File: src/assert_macros.svh
// assertion macros shared by the indexed list stack modules
// no dependencies; expects clk and rst_n in the including module
`ifndef ASSERT_MACROS_SVH
`define ASSERT_MACROS_SVH

// property checked on every clock edge outside reset
`define ILST_ASSERT(label, prop, msg) \
    label: assert property (@(posedge clk) disable iff (!rst_n) (prop)) else $error(msg);

// implication checked on every clock edge outside reset
`define ILST_ASSERT_IMP(label, cond, prop, msg) \
    label: assert property (@(posedge clk) disable iff (!rst_n) (cond) |=> (prop)) \
        else $error(msg);

`endif

File: src/ilst_pkg.sv
// shared types and constants of the indexed list stack
// no dependencies
`default_nettype none

package ilst_pkg;

    localparam int DEPTH      = 16;
    localparam int DATA_WIDTH = 32;

    localparam int OPCODE_W   = 3;
    localparam int POSITION_W = 5;
    localparam int VALUE_W    = 32;
    localparam int COUNT_W    = 5;
    localparam int STATUS_W   = 2;

    localparam int IDX_W = (DEPTH > 1) ? $clog2(DEPTH) : 1;
    localparam int CNT_W = $clog2(DEPTH + 1);
    localparam int CMP_W = ((CNT_W > POSITION_W) ? CNT_W : POSITION_W) + 1;

    localparam logic [OPCODE_W-1:0] OP_PUSH   = 3'd0;
    localparam logic [OPCODE_W-1:0] OP_POP    = 3'd1;
    localparam logic [OPCODE_W-1:0] OP_INSERT = 3'd2;
    localparam logic [OPCODE_W-1:0] OP_REMOVE = 3'd3;
    localparam logic [OPCODE_W-1:0] OP_SET    = 3'd4;
    localparam logic [OPCODE_W-1:0] OP_READ   = 3'd5;

    localparam logic [STATUS_W-1:0] ST_OK    = 2'd0;
    localparam logic [STATUS_W-1:0] ST_EMPTY = 2'd1;
    localparam logic [STATUS_W-1:0] ST_FULL  = 2'd2;
    localparam logic [STATUS_W-1:0] ST_RANGE = 2'd3;

    typedef struct packed {
        logic load_in;
        logic exec;
    } ctrl_t;

endpackage

`default_nettype wire

File: src/ilst_ctrl.sv
// controller of the indexed list stack: handshakes and sequencing
// depends on ilst_pkg and assert_macros.svh
`default_nettype none
`include "assert_macros.svh"

module ilst_ctrl (
    input  logic           clk,
    input  logic           rst_n,
    input  logic           cmd_valid,
    output logic           cmd_stall,
    output logic           res_valid,
    input  logic           res_stall,
    output ilst_pkg::ctrl_t ctrl
);
    import ilst_pkg::*;

    typedef enum logic [1:0] {
        S_IDLE = 2'b01,
        S_EXEC = 2'b10
    } state_t;

    state_t state_reg;
    state_t state_next;
    logic   res_valid_reg;
    logic   res_valid_next;
    logic   out_free;

    assign out_free     = !res_valid_reg || !res_stall;
    assign cmd_stall    = (state_reg != S_IDLE);
    assign ctrl.load_in = (state_reg == S_IDLE) && cmd_valid;
    assign ctrl.exec    = (state_reg == S_EXEC) && out_free;
    assign res_valid    = res_valid_reg;

    always_comb
    begin
        state_next = state_reg;
        case (state_reg)
            S_IDLE:
            begin
                if (cmd_valid)
                begin
                    state_next = S_EXEC;
                end
            end
            S_EXEC:
            begin
                if (out_free)
                begin
                    state_next = S_IDLE;
                end
            end
            default:
            begin
                state_next = S_IDLE;
            end
        endcase
    end

    always_comb
    begin
        res_valid_next = res_valid_reg;
        if (ctrl.exec)
        begin
            res_valid_next = 1'b1;
        end
        else if (!res_stall)
        begin
            res_valid_next = 1'b0;
        end
    end

    always_ff @(posedge clk or negedge rst_n)
    begin
        if (!rst_n)
        begin
            state_reg     <= S_IDLE;
            res_valid_reg <= 1'b0;
        end
        else
        begin
            state_reg     <= state_next;
            res_valid_reg <= res_valid_next;
        end
    end

    `ILST_ASSERT_IMP(a_accept_to_exec, ctrl.load_in, state_reg == S_EXEC,
        "accepted transfer did not start execution")
    `ILST_ASSERT_IMP(a_exec_gives_result, ctrl.exec, res_valid_reg && state_reg == S_IDLE,
        "execution did not produce a result")

endmodule

`default_nettype wire

File: src/ilst_dp.sv
// datapath of the indexed list stack: entry registers, count and result register
// depends on ilst_pkg and assert_macros.svh
`default_nettype none
`include "assert_macros.svh"

module ilst_dp (
    input  logic                              clk,
    input  logic                              rst_n,
    input  ilst_pkg::ctrl_t                   ctrl,
    input  logic [ilst_pkg::OPCODE_W-1:0]     opcode,
    input  logic [ilst_pkg::POSITION_W-1:0]   position,
    input  logic [ilst_pkg::VALUE_W-1:0]      value,
    output logic [ilst_pkg::VALUE_W-1:0]      result_value,
    output logic [ilst_pkg::COUNT_W-1:0]      element_count,
    output logic [ilst_pkg::STATUS_W-1:0]     status
);
    import ilst_pkg::*;

    logic [OPCODE_W-1:0]   op_reg;
    logic [POSITION_W-1:0] pos_reg;
    logic [DATA_WIDTH-1:0] val_reg;
    logic [DATA_WIDTH-1:0] entries_reg [DEPTH];
    logic [DATA_WIDTH-1:0] entries_next [DEPTH];
    logic [CNT_W-1:0]      count_reg;
    logic [CNT_W-1:0]      count_next;
    logic [VALUE_W-1:0]    res_value_reg;
    logic [COUNT_W-1:0]    res_count_reg;
    logic [STATUS_W-1:0]   res_status_reg;

    logic [DATA_WIDTH+VALUE_W-1:0] val_ext;
    logic [DATA_WIDTH+VALUE_W-1:0] rd_ext;
    logic [CNT_W+COUNT_W-1:0]      cnt_out_ext;
    logic [CMP_W-1:0]              cnt_cmp;
    logic [CMP_W-1:0]              pos_cmp;
    logic [CMP_W-1:0]              idx_full;
    logic [IDX_W-1:0]              op_idx;
    logic [DATA_WIDTH-1:0]         rd_data;
    logic                          full;
    logic                          empty;
    logic                          do_ins;
    logic                          do_rem;
    logic                          do_set;
    logic                          take;
    logic [STATUS_W-1:0]           st;

    assign val_ext = {{DATA_WIDTH{1'b0}}, value};
    assign cnt_cmp = CMP_W'(count_reg);
    assign pos_cmp = CMP_W'(pos_reg);
    assign full    = (count_reg == CNT_W'(DEPTH));
    assign empty   = (count_reg == '0);
    assign op_idx  = idx_full[IDX_W-1:0];
    assign rd_data = entries_reg[op_idx];
    assign rd_ext  = {{VALUE_W{1'b0}}, rd_data};

    // operation decode and checks
    always_comb
    begin
        do_ins   = 1'b0;
        do_rem   = 1'b0;
        do_set   = 1'b0;
        take     = 1'b0;
        st       = ST_OK;
        idx_full = pos_cmp - CMP_W'(1);
        case (op_reg)
            OP_PUSH:
            begin
                if (full)
                begin
                    st = ST_FULL;
                end
                else
                begin
                    do_ins   = 1'b1;
                    idx_full = cnt_cmp;
                end
            end
            OP_POP:
            begin
                if (empty)
                begin
                    st = ST_EMPTY;
                end
                else
                begin
                    do_rem   = 1'b1;
                    take     = 1'b1;
                    idx_full = cnt_cmp - CMP_W'(1);
                end
            end
            OP_INSERT:
            begin
                if (full)
                begin
                    st = ST_FULL;
                end
                else if (pos_cmp == '0 || pos_cmp > cnt_cmp + CMP_W'(1))
                begin
                    st = ST_RANGE;
                end
                else
                begin
                    do_ins = 1'b1;
                end
            end
            OP_REMOVE, OP_SET, OP_READ:
            begin
                if (empty)
                begin
                    st = ST_EMPTY;
                end
                else if (pos_cmp == '0 || pos_cmp > cnt_cmp)
                begin
                    st = ST_RANGE;
                end
                else if (op_reg == OP_REMOVE)
                begin
                    do_rem = 1'b1;
                    take   = 1'b1;
                end
                else if (op_reg == OP_SET)
                begin
                    do_set = 1'b1;
                end
                else
                begin
                    take = 1'b1;
                end
            end
            default:
            begin
                st = ST_OK;
            end
        endcase
    end

    always_comb
    begin
        count_next = count_reg;
        if (do_ins)
        begin
            count_next = count_reg + CNT_W'(1);
        end
        else if (do_rem)
        begin
            count_next = count_reg - CNT_W'(1);
        end
    end

    assign cnt_out_ext = {{COUNT_W{1'b0}}, count_next};

    // each entry takes the new value, its lower or upper neighbor, or holds, in parallel
    for (genvar g = 0; g < DEPTH; g++)
    begin : g_entry
        always_comb
        begin
            entries_next[g] = entries_reg[g];
            if (do_ins && IDX_W'(g) == op_idx)
            begin
                entries_next[g] = val_reg;
            end
            else if (do_set && IDX_W'(g) == op_idx)
            begin
                entries_next[g] = val_reg;
            end
            else if (do_ins && IDX_W'(g) > op_idx)
            begin
                if (g > 0)
                begin
                    entries_next[g] = entries_reg[(g > 0) ? g - 1 : 0];
                end
            end
            else if (do_rem && IDX_W'(g) >= op_idx)
            begin
                if (g < DEPTH - 1)
                begin
                    entries_next[g] = entries_reg[(g < DEPTH - 1) ? g + 1 : g];
                end
            end
        end

        always_ff @(posedge clk)
        begin
            if (ctrl.exec)
            begin
                entries_reg[g] <= entries_next[g];
            end
        end
    end

    always_ff @(posedge clk)
    begin
        if (ctrl.load_in)
        begin
            op_reg  <= opcode;
            pos_reg <= position;
            val_reg <= val_ext[DATA_WIDTH-1:0];
        end
        if (ctrl.exec)
        begin
            res_value_reg  <= take ? rd_ext[VALUE_W-1:0] : '0;
            res_count_reg  <= cnt_out_ext[COUNT_W-1:0];
            res_status_reg <= st;
        end
    end

    always_ff @(posedge clk or negedge rst_n)
    begin
        if (!rst_n)
        begin
            count_reg <= '0;
        end
        else if (ctrl.exec)
        begin
            count_reg <= count_next;
        end
    end

    assign result_value  = res_value_reg;
    assign element_count = res_count_reg;
    assign status        = res_status_reg;

    `ILST_ASSERT(a_count_bound, count_reg <= CNT_W'(DEPTH),
        "element count above depth")
    `ILST_ASSERT_IMP(a_insert_grows, ctrl.exec && do_ins,
        count_reg == $past(count_reg) + CNT_W'(1), "insert did not grow the list")

endmodule

`default_nettype wire

File: src/indexed_list_stack_top.sv
// indexed list stack: bounded ordered list of signed values with stack access
// channels: command (cmd_valid/cmd_stall with opcode, position, value) and
// result (res_valid/res_stall with result_value, element_count, status)
// operations: push, pop, insert, remove, set and read at a one-based position;
// every command transfer yields exactly one result transfer
// a taken command moves to the execute state; once the result register is
// free it is executed, the result register is loaded and res_valid rises
// a new command is taken only after the last one has executed; a command is
// captured, then executed, where on insert or remove the entries from its
// position up shift one place in parallel and the result register is loaded
// the result register parts the two channels: a new command is taken while
// a finished result still waits to be taken
// while res_stall is high the result holds; a pending command waits in the
// execute step until the result register frees up, and cmd_stall stays high
// reset: the list is empty, no result is pending, a command is taken at once
// depends on ilst_pkg, ilst_ctrl and ilst_dp
`default_nettype none

module indexed_list_stack_top (
    input  logic                            clk,
    input  logic                            rst_n,
    input  logic                            cmd_valid,
    output logic                            cmd_stall,
    input  logic [ilst_pkg::OPCODE_W-1:0]   opcode,
    input  logic [ilst_pkg::POSITION_W-1:0] position,
    input  logic [ilst_pkg::VALUE_W-1:0]    value,
    output logic                            res_valid,
    input  logic                            res_stall,
    output logic [ilst_pkg::VALUE_W-1:0]    result_value,
    output logic [ilst_pkg::COUNT_W-1:0]    element_count,
    output logic [ilst_pkg::STATUS_W-1:0]   status
);
    import ilst_pkg::*;

    ctrl_t ctrl;

    ilst_ctrl u_ctrl (
        .clk       (clk),
        .rst_n     (rst_n),
        .cmd_valid (cmd_valid),
        .cmd_stall (cmd_stall),
        .res_valid (res_valid),
        .res_stall (res_stall),
        .ctrl      (ctrl)
    );

    ilst_dp u_dp (
        .clk           (clk),
        .rst_n         (rst_n),
        .ctrl          (ctrl),
        .opcode        (opcode),
        .position      (position),
        .value         (value),
        .result_value  (result_value),
        .element_count (element_count),
        .status        (status)
    );

endmodule

`default_nettype wire

File: config.mk
export PLATFORM = sky130hd
export DESIGN_NAME = indexed_list_stack_top
export DESIGN_NICKNAME = d
export VERILOG_FILES = /design/src/ilst_pkg.sv /design/src/ilst_ctrl.sv /design/src/ilst_dp.sv /design/src/indexed_list_stack_top.sv
export VERILOG_INCLUDE_DIRS = /design/src /design/src/src
export SDC_FILE = /design/constraint.sdc
export NUM_CORES = 1
export LEC_CHECK = 0
export ABC_AREA = 1
export BUFFER_PORTS_ARGS = -buffer_cell sky130_fd_sc_hd__buf_2
export CAP_MARGIN = 20
export CELL_PAD_IN_SITES_DETAIL_PLACEMENT = 2
export CELL_PAD_IN_SITES_GLOBAL_PLACEMENT = 2
export CORE_ASPECT_RATIO = 1.4
export CORE_UTILIZATION = 41
export CTS_CLUSTER_SIZE = 40
export DETAILED_ROUTE_END_ITERATION = 6
export GPL_TIMING_DRIVEN = 0
export PLACE_DENSITY = 0.91
export SYNTH_ARGS = -nofsm -noshare
export SYNTH_HDL_FRONTEND = slang
export SYNTH_SLANG_ARGS = --single-unit
File: constraint.sdc
create_clock -name clk -period 9.73 [get_ports clk]
set_clock_uncertainty 0.2 [all_clocks]
set_input_delay 0.973 -clock clk [delete_from_list [all_inputs] [get_ports clk]]
set_output_delay 0.973 -clock clk [all_outputs]
set_load 0.05 [all_outputs]
# Word-level counts from Yosys, hierarchy flattened

Memory sizes are Yosys's and may differ from the RTL's. A register that Yosys moved wholly into a read port is not among the register bits.
Index checks and enable logic that the tools add are counted.

Add/subtract/negate cells: 5
$lt $le $gt $ge: 33
Equality and inequality tests: 27
Reduce and logical (&&, ||, !) cells: 77
Multiplexer cells: 101

Operators by type and width:

| operator              | count |
|---|---|
| $mux W32              | 63 |
| $logic_and A1 B1 Y1   | 65 |
| $eq A4 B4 Y1 const A  | 8 |
| $gt A4 B4 Y1 const A  | 8 |
| $ge A4 B4 Y1 const A  | 7 |
| $mux W1               | 21 |
| $eq A3 B4 Y1 const A  | 4 |
| $ge A3 B4 Y1 const A  | 4 |
| $gt A3 B4 Y1 const A  | 4 |
| $mux W2               | 7 |
| $mux W5               | 2 |
| $eq A2 B4 Y1 const A  | 2 |
| $ge A1 B4 Y1 const A  | 2 |
| $ge A2 B4 Y1 const A  | 2 |
| $gt A1 B4 Y1 const A  | 2 |
| $gt A2 B4 Y1 const A  | 2 |
| $mux W4               | 2 |
| $pmux W2 S4           | 1 |
| $pmux W4 S2           | 1 |
| $sub A4 B1 Y4 const B | 2 |
| $add A5 B1 Y6 const B | 1 |
| $eq A3 B2 Y1 const B  | 2 |
| $eq A3 B3 Y1 const B  | 2 |
| $gt A5 B6 Y1          | 1 |
| 20 further kinds      | 28 |

RAM bits: 512
Register bits after elaboration: 55
Memories: 1
Bits of input ports: 44
Logic and storage cells: 252
Output and inout bits: 41

Memories:

| name             | words | width | rd ports | clocked after Yosys merged registers in | write ports | RTL line      | text |
|---|---|---|---|---|---|---|---|
| u_dp.entries_reg | 16    | 32    | 17       | 1                                       | 16          | ilst_dp.sv:22 | `logic [DATA_WIDTH-1:0] entries_reg [DEPTH];` |

# Logic depth before layout (Yosys ltp)

Word-level depth: 10
Depth in mapped cells: 21
Gate-level depth less buffers: 18

# By module

From an unflattened synthesis, not the netlist that was laid out.

Cells, all modules: 5274
Area total of the unflattened synthesis: 38134.1 um2

By module, submodules not included:

| module    | cells each | area each (um2) | instances | seq. area each (um2) |
|---|---|---|---|---|
| ilst_dp   | 5258       | 37993.9         | 1         | 17872.1 |
| ilst_ctrl | 16         | 140.1           | 1         | 76.3 |

# Worst setup path after synthesis

OpenSTA, ideal clock, no wires.

Path kind: input -> register
Start point: in res_stall
End point: mem u_dp.entries_reg[12][0], enable pin
Required time: 9.089 ns
Buffers on the path: 1
Arrival: 5.124 ns
Cell stages on the path: 6
Setup slack: 3.965 ns
Library setup time: 0.441 ns
Cells stage by stage: nand2_1 inv_1 nor2_1 inv_1 clkbuf_1 a31oi_1

RTL lines:

| what               | RTL line                     | text |
|---|---|---|
| start: declaration | indexed_list_stack_top.sv:28 | `input logic res_stall,` |
| end: declaration   | ilst_dp.sv:22                |  |

==> impl_metrics.csv <==
group,metric,value,unit
timing,min_period_over_period,56.9,%
pwr,ir_worst_vdd,0.167,mV
cells_and_area,instances_no_fill,6645,
clocking,clkLatencyLatePin,730,ps
timing,fmax,181,MHz
pwr,powerDensity,214,nW/um^2
logic_synthesis,syn_area,38500,um^2
critical_path,crit_type,"reg -> reg",
logic_synthesis,yosys.area.top_type_share,46.1,%
drt,vias,42200,
clocking,cts_sinks,599,
timing,slew_headroom,18.2,%
hold_path,holdPathStages,1,
clocking,htreeDepth,3,
clocking,post_cts_buffers,0,
place,hpwl,157,mm
critical_path,r2r-start,"u_dp.count_reg[0]",
die,initial_core_util,41.5,%
critical_path,worst-path-buf-inv,6,
drt,drt_iter0_markers,4299,
hold_path,worstHoldPathType,"in -> reg",
die,fp.dieW,261,um
die,core_area,92800,um^2
global_routing,antenna_found_initial,15,
logic_synthesis,synth_commonest_cells,"nand2_1, nand3_1, edfxtp_1",
hold_path,min_from,"value[11]",
timing,fin_crit,5540,ps
die,rows,132,
drt,routed_via_density,6.35,
place,place.port_buffers,84,
critical_path,worstPathCellList,"inv_1, ha_1, inv_1, ha_1, nand2_1, nand2_1, nand2_1, nand2_1, nand2_1, nand2_1, nand2_1, nand4_1, nand2_1, buf_4, buf_2, buf_2, a21oi_1, nor2_4, buf_12",
logic_synthesis,synth_top_area_cell,"edfxtp_1",
hold_path,hold_end,"u_dp.val_reg[11]",
critical_path,crit_path_start_kind,"flip-flop",
timing,slew_violations,0,
timing,holdWs,223,ps
global_routing,gr-total-overflow,0,
global_routing,grt.total_usage,46.1,%
flow_run,drv_cap,0,
critical_path,path_max_fanout,22,
cells_and_area,largest_register_ffs,512,
logic_synthesis,yosysWarnings,0,
timing,finalSetupViolations,0,
critical_path,cp.required,9940,ps
logic_synthesis,yosysMostFrequentCell,"nand2_1",
timing,grt_setup_unrepaired,"no",
logic_synthesis,synth_area_leaders,"edfxtp_1, nand2_1, nand3_1, inv_1, buf_2",
logic_synthesis,synth_edf_count,591,
place,dp.cells,6515,
critical_path,cp.arrival,5750,ps
logic_synthesis,synth_area_per_cell,7.40,um^2
logic_synthesis,synthCells,5204,
cells_and_area,drive_gt1_share,10.6,%
critical_path,path_delay_family,"buffers and inverters",
drt,route.detailed.drc,0,
logic_synthesis,async_flop_share,1.34,%
pwr,power,9.28,mW
drt,dr.pass1.iters,7,
run_status,status,"completed",
die,ioPinCount,85,
drt,wl_per_cell,33.1,um
global_routing,grt_start_max_net_pins,33,
clocking,clkTransAtPathRegs,70,ps
logic_synthesis,ys_types,38,
drt,totalWireLength,220,mm
timing,tightestPinTransition,1230,ps
clocking,cts_tree,"done",
global_routing,grt_pass1_vias,46700,
timing,hold_viol_final,0,
logic_synthesis,synth-seq-cells,599,
logic_synthesis,syn_nets,5262,
clocking,cts-root-buf,"clkbuf_16",
critical_path,regToRegSetupSlack,4190,ps
critical_path,cp_common_cell,"nand2_1",
die,die_area,95200,um^2
clocking,cts_made_buffers,69,
clocking,cts_buffer_depth,3,
cells_and_area,nNetsFinal,5439,
critical_path,reg2reg_depth,19,
cells_and_area,fin_util,46.7,%
cells_and_area,area_growth,12.4,%
critical_path,cp_slowest_cell,"buf_2",
drt,ant_nets,0,
logic_synthesis,synth_flop_cell,"edfxtp_1",
critical_path,worstReg2RegEnd,"u_dp.entries_reg[15][18]",
pwr,leakagePower,20.0,nW
logic_synthesis,seq_area_frac_synth,46.6,%
critical_path,cp_slowest_stage_delay,630,ps
clocking,cts_resized,0,
clocking,ctsHoldBuffers,1,
critical_path,end_kind,"flip-flop",
place,gp_congestion,0.982,
global_routing,grt_pass1_wl,315,mm
die,die_h,365,um
-- how the worst max path moves through the flow --
stage,start,to,slack [ps],depth (start not counted)
after floorplan,res_stall,u_dp.entries_reg[12][0],3970,6
after global placement,res_stall,u_dp.entries_reg[1][17],-460,7
after detailed placement,u_dp.count_reg[0],u_dp.entries_reg[15][16],4610,19
after CTS,u_dp.count_reg[0],u_dp.entries_reg[15][7],4420,19
after global routing,u_dp.count_reg[0],u_dp.entries_reg[7][11],4120,18
final,u_dp.count_reg[0],u_dp.entries_reg[15][18],4190,19
-- cells in the final DEF, fill, tap and decap left out, types with 8 or more instances in the layout --
cell,netlist,layout
ha_1,14,14
a21oi_1,36,35
buf_4,29,29
clkbuf_16,0,73
nor2_4,9,18
buf_2,233,317
nand2_2,17,17
clkbuf_1,107,119
nor2_1,172,163
inv_1,557,557
buf_1,9,9
nand3b_1,46,46
inv_2,17,17
diode_2,0,8
o21ai_0,164,164
edfxtp_1,591,591
nand3_1,1027,1027
o21ai_1,231,231
nand2_1,1791,1791
buf_12,0,14
nand2_4,13,13
clkinv_2,0,12
buf_6,18,18
nand4_1,72,72
clkinv_1,0,12
-- area by class of cell --
class | count | area, um^2
fill | 10700 | 49500
sequential | 599 | 17900
multi-input combinational | 3630 | 16500
inverter | 575 | 2170
buffer | 400 | 2040
clock buffer | 87 | 1890
tap | 1206 | 1510
timing repair buffer | 106 | 853
clock inverter | 34 | 330
antenna | 8 | 20.0
-- stage by stage --
stage | worst slack (ps) | setup TNS [ps] | area [um^2]
after floorplan | 3970 | 0 | 38500
after global placement | -460 | -17670 | 40500
after detailed placement | 4610 | 0 | 41100
after CTS | 4420 | 0 | 43300
after global routing | 4120 | 0 | 43300
final | 4190 | 0 | 43300
-- kinds of logic after synthesis --
family,count (synthesis),share of synthesized area [%]
and+or+nand+nor,3163,35.9
AOI/OAI and AO/OA,447,5.96
adders and majority gates,14,0.455
buffers and inverters,975,10.9
xor gates and xnor gates,6,0.136
DFF,599,46.6
-- metal layers --
metal	GRT usage [%]	vias up	wire length (um)
met5	0	-	109
met4	43.5	14	23700
met3	11.3	1194	18800
met2	74.7	2734	102000
met1	49.0	20800	75200
li1	-	17400	-
-- power breakdown --
| group | switching (mW) | internal, mW | total (mW) |
|---|---|---|---|
| Clock | 1.29 | 1.54 | 2.82 |
| Sequential | 0.0454 | 2.96 | 3.01 |
| Combinational | 2.73 | 0.722 | 3.45 |
No activity file was read; power rests on OpenSTA's default activity.
